<file path="config.mk">
export PLATFORM = sky130hd
export DESIGN_NAME = mme_ctrl
export DESIGN_NICKNAME = d
export VERILOG_FILES = /design/src/hdl/mme_pkg.sv /design/src/hdl/mme_ctrl.sv
export SDC_FILE = /design/constraint.sdc
export NUM_CORES = 1
export LEC_CHECK = 0
export BUFFER_PORTS_ARGS = -buffer_cell sky130_fd_sc_hd__buf_2
export CORE_MARGIN = 3
export CORE_UTILIZATION = 58
export CTS_CLUSTER_DIAMETER = 60
export DETAILED_ROUTE_END_ITERATION = 10
export PLACE_DENSITY = 0.88
export SETUP_SLACK_MARGIN = 0.5
export SYNTH_ARGS = -nofsm -noshare
export SYNTH_HDL_FRONTEND = slang
export SYNTH_SLANG_ARGS = --single-unit
</file>
<file path="constraint.sdc">
create_clock -name clk -period 5.3 [get_ports clk]
set_clock_uncertainty 0.05 [all_clocks]
set_input_delay 0 -clock clk [delete_from_list [all_inputs] [get_ports clk]]
set_output_delay 0 -clock clk [all_outputs]
set_load 0.05 [all_outputs]
</file>
<file path="src/hdl/mme_pkg.sv">
// Shared types and constants for the matrix multiply engine.
// No dependencies; every other file depends on this package.
package mme_pkg;

  localparam int DATA_W    = 32;
  localparam int DIM_W     = 4;
  localparam int IDX_W     = 3;
  localparam int CFG_IDX_W = 2;

  // input word opcodes
  typedef enum logic [1:0] {
    MODE_LOAD_A  = 2'd0,
    MODE_LOAD_B  = 2'd1,
    MODE_COMPUTE = 2'd2
  } mode_t;

  // configuration register indexes
  typedef enum logic [CFG_IDX_W-1:0] {
    CFG_ROWS_A = 2'd0,
    CFG_COLS_A = 2'd1,
    CFG_ROWS_B = 2'd2,
    CFG_COLS_B = 2'd3
  } cfg_idx_t;

  typedef enum logic [1:0] {
    ST_IDLE,
    ST_MAC,
    ST_WAIT,
    ST_WRITE
  } state_t;

  // controller to datapath
  typedef struct packed {
    logic             wr_a;
    logic             wr_b;
    logic             rd_en;
    logic             first;
    logic             last_k;
    logic [IDX_W-1:0] i;
    logic [IDX_W-1:0] j;
    logic [IDX_W-1:0] k;
    logic             out_load;
    logic             out_last;
    logic             out_bad;
  } dp_cmd_t;

  // datapath to controller
  typedef struct packed {
    logic acc_done;
    logic out_free;
  } dp_status_t;

endpackage

</file>
<file path="src/hdl/mme_ctrl.sv">
// Controller: configuration registers, load decode and the state machine
// that walks the product elements and inner index. Depends on mme_pkg.
module mme_ctrl #(
  parameter int MAX_DIM = 8
) (
  input  logic                             clk,
  input  logic                             rst_n,
  input  logic                             cfg_we,
  input  logic [mme_pkg::CFG_IDX_W-1:0]    cfg_index,
  input  logic [mme_pkg::DIM_W-1:0]        cfg_data,
  input  logic                             in_valid,
  output logic                             in_ready,
  input  logic [1:0]                       in_mode,
  input  logic [mme_pkg::IDX_W-1:0]        in_row,
  input  logic [mme_pkg::IDX_W-1:0]        in_col,
  output mme_pkg::dp_cmd_t                 cmd,
  input  mme_pkg::dp_status_t              status
);
  import mme_pkg::*;

  localparam logic [DIM_W-1:0] MAX_D = DIM_W'(MAX_DIM);

  state_t            state_r, state_nxt;
  logic [IDX_W-1:0]  i_r, i_nxt, j_r, j_nxt, k_r, k_nxt;
  logic [DIM_W-1:0]  rows_a_r, cols_a_r, rows_b_r, cols_b_r;
  logic [DIM_W-1:0]  ra, ca, rb, cb;
  logic              bad;
  logic              last_k, last_j, last_el;

  function automatic logic [DIM_W-1:0] act_dim(input logic [DIM_W-1:0] v);
    logic [DIM_W-1:0] r;
    if (v == '0) begin
      r = DIM_W'(1);
    end else if (v > MAX_D) begin
      r = MAX_D;
    end else begin
      r = v;
    end
    return r;
  endfunction

  // configuration registers
  always_ff @(posedge clk) begin
    if (!rst_n) begin
      rows_a_r <= DIM_W'(8);
      cols_a_r <= DIM_W'(8);
      rows_b_r <= DIM_W'(8);
      cols_b_r <= DIM_W'(8);
    end else if (cfg_we) begin
      case (cfg_idx_t'(cfg_index))
        CFG_ROWS_A: rows_a_r <= cfg_data;
        CFG_COLS_A: cols_a_r <= cfg_data;
        CFG_ROWS_B: rows_b_r <= cfg_data;
        CFG_COLS_B: cols_b_r <= cfg_data;
        default: ;
      endcase
    end
  end

  // acting sizes and element walk limits
  assign ra      = act_dim(rows_a_r);
  assign ca      = act_dim(cols_a_r);
  assign rb      = act_dim(rows_b_r);
  assign cb      = act_dim(cols_b_r);
  assign bad     = (ca != rb);
  assign last_k  = ({1'b0, k_r} == ca - DIM_W'(1));
  assign last_j  = ({1'b0, j_r} == cb - DIM_W'(1));
  assign last_el = last_j && ({1'b0, i_r} == ra - DIM_W'(1));

  // state and counters
  always_ff @(posedge clk) begin
    if (!rst_n) begin
      state_r <= ST_IDLE;
      i_r     <= '0;
      j_r     <= '0;
      k_r     <= '0;
    end else begin
      state_r <= state_nxt;
      i_r     <= i_nxt;
      j_r     <= j_nxt;
      k_r     <= k_nxt;
    end
  end

  // next state and commands
  always_comb begin
    state_nxt    = state_r;
    i_nxt        = i_r;
    j_nxt        = j_r;
    k_nxt        = k_r;
    in_ready     = 1'b0;
    cmd          = '0;
    cmd.i        = i_r;
    cmd.j        = j_r;
    cmd.k        = k_r;
    cmd.out_bad  = bad;
    cmd.out_last = last_el;
    case (state_r)
      ST_IDLE: begin
        in_ready = 1'b1;
        if (in_valid) begin
          case (mode_t'(in_mode))
            MODE_LOAD_A: cmd.wr_a = ({1'b0, in_row} < ra) && ({1'b0, in_col} < ca);
            MODE_LOAD_B: cmd.wr_b = ({1'b0, in_row} < rb) && ({1'b0, in_col} < cb);
            MODE_COMPUTE: begin
              i_nxt     = '0;
              j_nxt     = '0;
              k_nxt     = '0;
              state_nxt = bad ? ST_WRITE : ST_MAC;
            end
            default: ;
          endcase
        end
      end
      ST_MAC: begin
        cmd.rd_en  = 1'b1;
        cmd.first  = (k_r == '0);
        cmd.last_k = last_k;
        if (last_k) begin
          k_nxt     = '0;
          state_nxt = ST_WAIT;
        end else begin
          k_nxt = k_r + IDX_W'(1);
        end
      end
      ST_WAIT: begin
        if (status.acc_done) begin
          state_nxt = ST_WRITE;
        end
      end
      ST_WRITE: begin
        if (status.out_free) begin
          cmd.out_load = 1'b1;
          if (last_el) begin
            state_nxt = ST_IDLE;
          end else begin
            if (last_j) begin
              j_nxt = '0;
              i_nxt = i_r + IDX_W'(1);
            end else begin
              j_nxt = j_r + IDX_W'(1);
            end
            state_nxt = bad ? ST_WRITE : ST_MAC;
          end
        end
      end
      default: state_nxt = ST_IDLE;
    endcase
  end

  // the accumulator finishes only while its element is being waited on
  a_done_in_wait: assert property (@(posedge clk) disable iff (!rst_n)
    status.acc_done |-> state_r == ST_WAIT)
    else $error("accumulator result outside wait state");

  // a result word is loaded only into a free output slot
  a_out_free: assert property (@(posedge clk) disable iff (!rst_n)
    cmd.out_load |-> status.out_free)
    else $error("output register overwritten");

  // stores change only on an accepted load word
  a_wr_accepted: assert property (@(posedge clk) disable iff (!rst_n)
    (cmd.wr_a || cmd.wr_b) |-> (in_valid && in_ready && !cmd.rd_en))
    else $error("store write without accepted load");

  // final element returns the controller to idle
  a_last_idle: assert property (@(posedge clk) disable iff (!rst_n)
    (cmd.out_load && cmd.out_last) |=> state_r == ST_IDLE)
    else $error("no return to idle after final element");

endmodule

</file>
---- Word-level counts from Yosys, hierarchy flattened ----
Cells that the tools add are included.
cells by class
  $lt $le $gt $ge ......................... 8
  add/sub/neg operators ................... 6
  eq/ne operators ......................... 19
  mux-type cells .......................... 36
  reduce and logical (&&, ||, !) cells .... 21
operators by type and width
  cell                                                                   number
  4-bit two-way mux                                                      8
  3-bit two-way mux                                                      10
  2-bit two-way mux                                                      9
  3-bit one-hot mux with 2 select lines                                  3
  4-bit > comparator, second input constant                              4
  4-bit zero test                                                        4
  3-bit by 4-bit less-than comparator with 1-bit output                  4
  3-bit by 4-bit equality test with 1-bit output                         3
  2-bit != test, second input constant                                   6
  4-bit by 1-bit subtractor with 4-bit output, second input constant     3
  2-bit equality test, second input constant                             5
  5-bit AND reduction                                                    2
  3-bit by 1-bit adder with 3-bit output, second input constant          3
  2-bit one-hot mux with 4 select lines                                  1
  2-bit AND reduction                                                    4
  2-bit by 1-bit equality test with 1-bit output, second input constant  3
  2-bit zero test                                                        3
  6-bit AND reduction                                                    1
  1-bit two-way mux                                                      5
  4-bit != test                                                          1
  2-bit nonzero test                                                     2
  1-bit logical AND                                                      3
  3-bit zero test                                                        1
  3-bit AND reduction                                                    1
  2-bit by 1-bit != test with 1-bit output, second input constant        1
storage, ports and cells
  register bits after elaboration ......... 27
  output and inout port bits .............. 18

---- Logic depth before layout (Yosys ltp) ----
Gate-level depths: netlist (run 1).
  depth after elaboration ................. 9
  mapped depth ............................ 9
  gate-level depth less buffers ........... 9

---- Worst setup path before layout (run 1) ----
OpenSTA, ideal clock, no wires.
  path type ............................... register to register
  start point ............................. reg state_r[0]
  end point ............................... reg k_r[2]
  setup time .............................. 0.214 ns
  data arrival time ....................... 3.151 ns
  slack ................................... 1.885 ns
  cell stages (with the launch flop) ...... 5
  data required time ...................... 5.036 ns
  clock period less this slack ............ 3.415 ns
  cells stage by stage .................... dfxtp_1 -> inv_1 -> nor2_1 -> nor4b_1 -> nor3_1
between the ends
  word-level cells in the longest chain between the ends .. 3
RTL lines
  element                                                                            RTL line        text
  start: declaration                                                                 mme_ctrl.sv:23  state_t state_r, state_nxt;
  start signal: assignment                                                           mme_ctrl.sv:78  state_r <= state_nxt;
  2-bit by 1-bit equality test with 1-bit output or 2-bit zero test (tied branches)  mme_ctrl.sv:98  case (state_r)
  2-bit nonzero test (no line), or another cell as far along                         -
  3-bit AND reduction (no line)                                                      -
  end signal: assignment                                                             mme_ctrl.sv:81  k_r <= k_nxt;
  end: declaration                                                                   mme_ctrl.sv:24  logic [IDX_W-1:0] i_r, i_nxt, j_r, j_nxt, k_r, k_nxt;
Parallel ways exist; a longest one is shown, timed or not.
A chain may end at the register's enable or synchronous reset.

==> impl_metrics.tcl, run 1 <==
set metrics [dict create \
    dr_total_vias 1602 \
    die_height_um 61.8 \
    worstPathArrival_ns 2.72 \
    drt_iter0_markers 78 \
    dp_hpwl_um 2940 \
    setup_viol 0 \
    syn_area_mm2 0.00181 \
    swShare_pct 39.7 \
    cts_tree "built" \
    ctsHoldBuffers 7 \
    die_x_um 61.8 \
    grt_pass1_vias 1474 \
    ant_nets 0 \
    hold_slack_ns 0.0171 \
    power_frac_clock_pct 18.2 \
    synth_seq_area_share_pct 29.9 \
    synth_edf_count 0 \
    syn_inst 201 \
    clk_transition_reported_paths_ns 0.15 \
    viasPerCell 5.83 \
    fmax_mhz 361 \
    min_period_ns 2.77 \
    drive_gt1_share_pct 20.1 \
    leakage_nw 0.970 \
    cp.required_ns 5.25 \
    hold_depth 4 \
    worst-path-buf-inv 1 \
    tns_ns 0 \
    path_cells "o21ba_1 -> or2_4 -> ha_1 -> xor2_1 -> o31ai_1 -> a211o_4 -> nor3_1 -> buf_2" \
    r2r-start "cols_b_r[1]" \
    hold_viol_final 0 \
    r2r_slack_ns 2.66 \
    wirelength_um 3950 \
    gp_congestion 0.806 \
    cts_sinks 27 \
    finalCritPeriodShare_pct 52.3 \
    crit_family "compound AO/OA/AOI/OAI gates" \
    drc 0 \
    cts_root_buffer "clkbuf_4" \
    worstSkewPairLatency_ns 0.34 \
    buffer_ports.inserted 37 \
    rows 19 \
    num_antenna_cells 0 \
    max_slew_margin_pct 52.5 \
    crit_fanout 5 \
    synth.net_count 236 \
    internal_power_mw 0.307 \
    synthFlopType "dfxtp_1" \
    cts_max_level 1 \
    p_sw_mw 0.203 \
    worst_pin_slew_ns 0.711 \
    maxCapViolations 0 \
    vdd_ir_drop_max_mv 0.145 \
    grt_overflow 0 \
    postLayoutCellArea_mm2 0.00210 \
    holdPathEnd "state_r[0]" \
    avgSynthCellArea_um2 8.98 \
    combPwrFrac_pct 36.0 \
    cts_made_buffers 3 \
    fp.coreArea_mm2 0.00285 \
    hp-start "status[0]" \
    p_seq_share_pct 45.8 \
    grt_first_pass_wirelength_um 6540 \
    cts_resized 0 \
    critPathCaptureType "output pin" \
    synth_area_leaders "dfxtp_1 30%, ha_1 10%, mux2i_1 8.9%" \
    rr_endpoint "i_r[1]" \
    yosysTopAreaCell "dfxtp_1" \
    ys_types 48 \
    yosys_register_bits 27 \
    critPathKind "flip-flop to output pin" \
    r2r_cells 9 \
    cts_buffer_depth 2 \
    synthArstFlopShare_pct 0 \
    fp.dieArea_mm2 0.00382 \
    drt_pass1_iterations 4 \
    slowest_delay_ns 0.36 \
    status "completed" \
    layout_common_cells "37 x buf_2, 27 x dfxtp_1, 17 x nand2_1, 16 x mux2i_1, 15 x ha_1" \
    io-pin-count 38 \
    yosys_warnings 0 \
    postLayoutCoreUtil_pct 73.6 \
    powerDensity_mw_per_mm2 243 \
    startpoint_type "flip-flop" \
    wl_per_cell_um 14.3 \
    cts_setup_buffers 0 \
    cpMaxStageDelayCell "nor3_1" \
    grt_util_all_layers_pct 22.8 \
    hp-class "input pin to flip-flop" \
    final_common_cell "buf_2" \
    rsz0062_at_grt "no" \
    areaGrowthSynthToFinish_pct 16.4 \
    synth_top_area_share_pct 29.9 \
    place_area_mm2 0.00200 \
    final_nets 280 \
    antenna_found_initial 0 \
    grt_max_degree 30 \
    final-max-slew-violation-count 0 \
    start_util_pct 63.3 \
]
[metal layers]
| layer | track usage (%) | part of all wire (%) |
|---|---|---|
| met3 | 3.72 | 5.2 |
| met1 | 31.5 | 48 |
| met5 | 0 | 0 |
| met2 | 35.9 | 45 |
| met4 | 8.18 | 1.7 |
[registers in the layout, summed over array words and instances (netlist names)]
register / count
cols_a_r: 4
cols_b_r: 4
state_r: 2
k_r: 3
j_r: 3
rows_b_r: 4
rows_a_r: 4
i_r: 3
[worst reg2reg max path, cell delays in order (launching register included)]
cell	delay, ns
dfxtp_1	0.35
o21ba_1	0.20
or2_4	0.25
ha_1	0.31
xor2_1	0.15
o31ai_1	0.11
a211o_4	0.31
o41ai_4	0.49
nor2_2	0.10
a41o_1	0.24
[how the worst max path moves through the flow]
stage | startpoint | endpoint | slack (ns) | cells past startpoint
floorplan | state_r[0] | k_r[2] | 1.88 | 4
global placement | cols_b_r[1] | i_r[1] | 2.77 | 9
detailed placement | cols_b_r[1] | i_r[1] | 2.70 | 9
CTS | cols_b_r[1] | cmd[1] | 2.55 | 8
global route | cols_b_r[1] | cmd[1] | 2.39 | 8
finish | cols_b_r[1] | cmd[1] | 2.53 | 8
[cells in the mapped netlist, types with 2 or more instances]
cell type / n
a21boi_0: 2
a21oi_1: 7
buf_4: 2
clkbuf_1: 3
dfxtp_1: 27
ha_1: 15
inv_1: 10
mux2i_1: 16
nand2_1: 17
nand2b_1: 11
nand3_1: 3
nand3b_1: 4
nor2_1: 12
nor2b_1: 13
nor3_1: 4
nor4b_1: 2
o21a_1: 2
o21ai_0: 5
o221a_2: 2
o31a_1: 2
o31ai_1: 3
xnor2_1: 6
xor2_1: 8
[cells by family (layout without fill, tap and decap cells)]
logic type / count (synthesis) / in the layout / share of synthesized area, %
flip-flops: 27 / 27 / 29.9
multiplexers: 16 / 16 / 8.87
adder cells (fa/ha/maj): 15 / 15 / 10.4
buffers and inverters: 15 / 58 / 3.53
AO/OA/AOI/OAI: 38 / 38 / 17.2
XOR/XNOR: 14 / 14 / 6.79
AND/OR/NAND/NOR: 76 / 76 / 23.3
[stage by stage]
stage                     std cells  setup slack [ns]  power, mW
after floorplan                 201              1.88      0.373
after global placement          264              2.77      0.412
after detailed placement        264              2.70      0.416
after CTS                       275              2.55      0.513
after global routing            275              2.39      0.541
final                           275              2.53      0.510
[power groups by stage]
| stage | registers (mW) | clock network [mW] | logic, mW |
|---|---|---|---|
| finish | 0.234 | 0.0927 | 0.184 |
| global route | 0.236 | 0.103 | 0.201 |
| CTS | 0.233 | 0.0972 | 0.183 |
| detailed placement | 0.237 | 0 | 0.179 |
| global placement | 0.237 | 0 | 0.175 |
| floorplan | 0.242 | 0 | 0.131 |
[layout make-up]
type,instances,area [µm²]
repair buffers,44,255
clock inverters,1,5.00
inverters,10,37.5
clock buffers,3,22.5
fillers,220,752
flip-flops and latches,27,541
well taps,31,38.8
multi-input cells,159,1200
Note: power is estimated with default switching activity, not from simulation.
==> inputs of run 2 (changes only) <==
- CORE_UTILIZATION: 58 -> 54
- PLACE_DENSITY: 0.88 -> 0.83
- clock period: 5.3 -> 2.7 ns (I/O delays scaled with it)
==> run 2 against run 1 <==
Against the previous run: clock-buffer cell count is the same; critical endpoint is now i_r[1]; routed wire length up 9.6%; largest cell class unchanged; critical path depth increased by 2; sequential power grew 95%; sequential share of layout area decreased by 2.0 points; largest power group unchanged; first-iteration DRC count up 21%; cell count increased by 8.4%; via count up 2.7%; hold slack better by 0.0022 ns; combinational power rose by 110%; worst setup slack got worse by 2.3 ns.
==> impl_metrics.tcl, run 2 (synthesized netlist as in run 1, its figures left out) <==
set metrics [dict create \
    final_cells 298 \
    final_common_cell "buf_2" \
    cpMaxStageDelayCell "dfxtp_2" \
    finalCritPeriodShare_pct 92.0 \
    cts_made_buffers 3 \
    cp.required_ns 2.90 \
    postLayoutCellArea_mm2 0.00232 \
    crit_fanout 6 \
    io-pin-count 38 \
    grt_overflow 0 \
    antenna_found_initial 0 \
    slowest_delay_ns 0.35 \
    cts_root_buffer "clkbuf_4" \
    hold_slack_ns 0.0193 \
    grt_first_pass_wirelength_um 7000 \
    fp.coreArea_mm2 0.00313 \
    clk_transition_reported_paths_ns 0.16 \
    place_inst 279 \
    crit_family "compound AO/OA/AOI/OAI gates" \
    power_frac_clock_pct 18.3 \
    start_util_pct 57.7 \
    grt_max_degree 30 \
    drt_pass1_iterations 4 \
    worst_pin_slew_ns 0.741 \
    tns_ns 0 \
    min_period_ns 2.48 \
    vdd_ir_drop_max_mv 0.209 \
    worst-path-buf-inv 1 \
    powerDensity_mw_per_mm2 447 \
    rows 20 \
    drive_gt1_share_pct 28.7 \
    worstPathArrival_ns 2.68 \
    critPathCaptureType "flip-flop" \
    areaGrowthSynthToFinish_pct 28.4 \
    leakage_nw 1.06 \
    die_height_um 63.8 \
    startpoint_type "flip-flop" \
    hold_viol_final 0 \
    rr_endpoint "i_r[1]" \
    grt_util_all_layers_pct 21.3 \
    path_cells "o21ba_1 -> or2_4 -> ha_4 -> xor2_1 -> o31ai_1 -> a211o_4 -> o41ai_4 -> buf_4 -> nor2_2 -> a41o_1" \
    critPathKind "flip-flop to flip-flop" \
    viasPerCell 5.52 \
    buffer_ports.inserted 37 \
    rsz0062_at_grt "yes" \
    max_slew_margin_pct 50.5 \
    postLayoutCoreUtil_pct 74.1 \
    final-max-slew-violation-count 0 \
    p_seq_share_pct 44.1 \
    swShare_pct 40.0 \
    drc 0 \
    setup_slack_ns 0.216 \
    dp_hpwl_um 3140 \
    r2r_cells 10 \
    num_antenna_cells 0 \
    ant_nets 0 \
    place_area_mm2 0.00207 \
    combPwrFrac_pct 37.6 \
    cts_sinks 27 \
    hold_depth 3 \
    r2r_slack_ns 0.22 \
    die_x_um 63.8 \
    p_sw_mw 0.415 \
    fp.dieArea_mm2 0.00407 \
    cts_buffer_depth 2 \
    status "completed" \
    maxCapViolations 0 \
    cts_max_level 1 \
    r2r-start "cols_b_r[2]" \
    wirelength_um 4330 \
    hp-start "cfg_index[0]" \
    hp-class "input pin to flip-flop" \
    place_ws_ns 0.190 \
    final_nets 290 \
    drt_iter0_markers 94 \
    total_power_mw 1.04 \
    layout_common_cells "34 x buf_2, 23 x dfxtp_1, 17 x nand2_1, 16 x mux2i_1" \
    cts_tree "built" \
    grt_pass1_vias 1580 \
    setup_viol 0 \
    holdPathEnd "rows_a_r[3]" \
    dr_total_vias 1645 \
    internal_power_mw 0.622 \
    wl_per_cell_um 14.5 \
    gp_congestion 0.819 \
    worstSkewPairLatency_ns 0.34 \
    fmax_mhz 403 \
]
-- run 2: cell count changes in the layout (fill, tap and decap cells not counted), sizes merged --
cell / change
clkinvlp: +1
clkinv: -1
buf: +10
-- run 2: repair_timing --
item | in CTS | in global routing
setup endpoints to repair | 10 | 11
hold buffers | 7 | 0
endpoints found under the hold margin | 17 | 0
buffers inserted | 5 | 3
gates resized for setup | 13 | 12
pin swaps | 6 | 4
-- run 2: worst reg2reg max path: stages (launching register included) --
cell and delay [ns]:
dfxtp_2 0.35, o21ba_1 0.19, or2_4 0.24, ha_4 0.26, xor2_1 0.15, o31ai_1 0.10, a211o_4 0.32, o41ai_4 0.32
buf_4 0.19, nor2_2 0.05, a41o_1 0.16
-- run 2: power groups by stage --
stage	registers [mW]	clock network, mW	logic, mW
floorplan	0.476	0	0.268
global placement	0.466	0	0.358
detailed placement	0.466	0	0.364
CTS	0.457	0.193	0.380
global route	0.463	0.203	0.424
finish	0.457	0.189	0.390
-- run 2: worst max path at each step --
stage / start / end / slack [ns] / cells after the start
after floorplan: cols_b_r[2] / i_r[1] / 0.32 / 9
after global placement: cols_b_r[2] / i_r[1] / 0.24 / 9
after detailed placement: cols_b_r[2] / i_r[1] / 0.19 / 9
after CTS: cols_b_r[2] / i_r[1] / 0.24 / 10
after global routing: cols_b_r[2] / i_r[1] / 0.15 / 10
final: cols_b_r[2] / i_r[1] / 0.22 / 10
-- run 2: metal layers --
layer	vias to the layer above	wire length, µm	track usage, %	share of wire [%]
met5	-	0	0	0
met4	0	53	8.63	1.2
met3	5	229	2.46	5.3
met2	49	2070	36.1	48
met1	771	1980	27.3	46
li1	820	-	-	-
-- run 2: final cells by class --
| cell class | instances | area (µm²) |
|---|---|---|
| fill | 227 | 810 |
| inverter | 10 | 40.0 |
| clock buffer | 3 | 22.5 |
| tap | 44 | 55.1 |
| clock inverter | 1 | 7.51 |
| sequential | 27 | 551 |
| multi-input combinational | 159 | 1290 |
| timing repair buffer | 54 | 353 |
==> inputs of run 3 (changes only) <==
- HOLD_SLACK_MARGIN: default -> 0.1
==> run 3 against run 2 <==
Against the previous run: maximum frequency down 0.11%; clock power barely moved; die area unchanged; highest routed layer unchanged; critical path type unchanged; flip-flop and latch count did not move.
==> impl_metrics.tcl, run 3 (synthesized netlist as in run 1, its figures left out) <==
set metrics [dict create \
    drt_iter0_markers 116 \
    worstPathArrival_ns 2.68 \
    startpoint_type "flip-flop" \
    buffer_ports.inserted 37 \
    leakage_nw 1.08 \
    num_antenna_cells 0 \
    grt_pass1_vias 1603 \
    vdd_ir_drop_max_mv 0.209 \
    min_period_ns 2.49 \
    wirelength_um 4350 \
    place_area_mm2 0.00207 \
    slowest_delay_ns 0.35 \
    r2r-start "cols_b_r[2]" \
    final_nets 293 \
    fill_cells 221 \
    drive_gt1_share_pct 28.4 \
    dr_total_vias 1670 \
    worst_pin_slew_ns 0.725 \
    antenna_found_initial 0 \
    critPathCaptureType "flip-flop" \
    viasPerCell 5.55 \
    wl_per_cell_um 14.5 \
    path_cells "o21ba_1 -> or2_4 -> ha_4 -> xor2_1 -> o31ai_1 -> a211o_4 -> o41ai_4 -> buf_4 -> nor2_2 -> a41o_1" \
    worstSkewPairLatency_ns 0.34 \
    postLayoutCellArea_mm2 0.00235 \
    powerDensity_mw_per_mm2 443 \
    postLayoutCoreUtil_pct 75.1 \
    rsz0062_at_grt "yes" \
    ff_latch_area_um2 551 \
    final_common_cell "buf_2" \
    cts_sinks 27 \
    total_power_mw 1.04 \
    gp_congestion 0.819 \
    areaGrowthSynthToFinish_pct 30.1 \
    ant_nets 0 \
    cts_max_level 1 \
    grt_first_pass_wirelength_um 7110 \
    critPathKind "flip-flop to flip-flop" \
    setup_viol 0 \
    tns_ns 0 \
    start_util_pct 57.7 \
    io-pin-count 38 \
    grt_max_degree 30 \
    fp.dieArea_mm2 0.00407 \
    final-max-slew-violation-count 0 \
    dp_hpwl_um 3140 \
    setup.worst_path.start "cols_b_r[2]" \
    layout_common_cells "34 x buf_2, 23 x dfxtp_1, 17 x nand2_1, 16 x mux2i_1" \
    die_x_um 63.8 \
    cts_made_buffers 3 \
    grt_util_all_layers_pct 21.6 \
    worst-path-buf-inv 1 \
    fmax_mhz 402 \
    cts_tree "built" \
    cts_root_buffer "clkbuf_4" \
    status "completed" \
    fp.coreArea_mm2 0.00313 \
    clk_transition_reported_paths_ns 0.16 \
    cp.required_ns 2.90 \
    max_slew_margin_pct 51.6 \
    cts_buffer_depth 2 \
    crit_family "compound AO/OA/AOI/OAI gates" \
    finalCritPeriodShare_pct 92.1 \
    maxCapViolations 0 \
    final_cells 301 \
    place_inst 279 \
    grt_overflow 0 \
    hp-start "cfg_we" \
    die_height_um 63.8 \
    drc 0 \
    drt_pass1_iterations 4 \
    hold_viol_final 0 \
    hp-class "input pin to flip-flop" \
    multi_input_area_mm2 0.00129 \
    cpMaxStageDelayCell "dfxtp_2" \
    rows 20 \
    crit_fanout 6 \
]
==> run 3: cell types whose count changed in the layout (fill, tap and decap cells not counted) <==
cell,change
dlygate4sd3_1,+3
==> run 3: cell type report <==
cell class | count | area share (%)
Sequential cell | 27 | 23.4
Tap cell | 44 | 2.34
Multi-Input combinational cell | 159 | 54.9
Clock inverter | 1 | 0.320
Timing Repair Buffer | 57 | 16.3
Clock buffer | 3 | 0.959
Inverter | 10 | 1.70
==> run 3: worst reg2reg max path: stages, from the launching register on <==
cell and delay [ns]:
dfxtp_2 0.35, o21ba_1 0.19, or2_4 0.24, ha_4 0.26
xor2_1 0.15, o31ai_1 0.10, a211o_4 0.32, o41ai_4 0.32
buf_4 0.19, nor2_2 0.05, a41o_1 0.16
==> run 3: path summary, 6_finish.rpt <==
kind | slack, ns | end | cells past startpoint
setup / recovery | 0.21 | i_r[1] | 10
hold / removal | 0.12 | rows_a_r[3] | 3
setup reg to reg | 0.21 | i_r[1] | 10
hold reg to reg | 0.45 | j_r[0] | 2
==> run 3: routing by layer <==
metal,track usage [%],routed length (µm),share of wire (%)
met2,36.4,2060,47
met5,0,0,0
met3,2.46,181,4.2
met4,8.63,83,1.9
met1,27.9,2030,47
==> run 3: repair_timing <==
item | in CTS | in global routing
setup endpoints to repair | 10 | 11
pin swaps | 6 | 4
buffers inserted | 5 | 3
hold buffers | 10 | 0
resized for setup | 13 | 12
hold endpoints to repair | 24 | 0
==> run 3: where the power goes <==
group	switching, mW	internal, mW
clock	0.131	0.0569
combinational	0.247	0.147
sequential	0.0364	0.421
total	0.415	0.625
==> run 3: through the flow <==
| step | setup slack (ns) | hold WS (ns) |
|---|---|---|
| 2_1_floorplan | 0.317 | 0.0751 |
| 5_1_grt | 0.151 | 0.156 |
| 6_report | 0.213 | 0.118 |
| 4_1_cts | 0.239 | 0.113 |
| 3_5_place_dp | 0.190 | 0.235 |
| 3_3_place_gp | 0.243 | 0.225 |
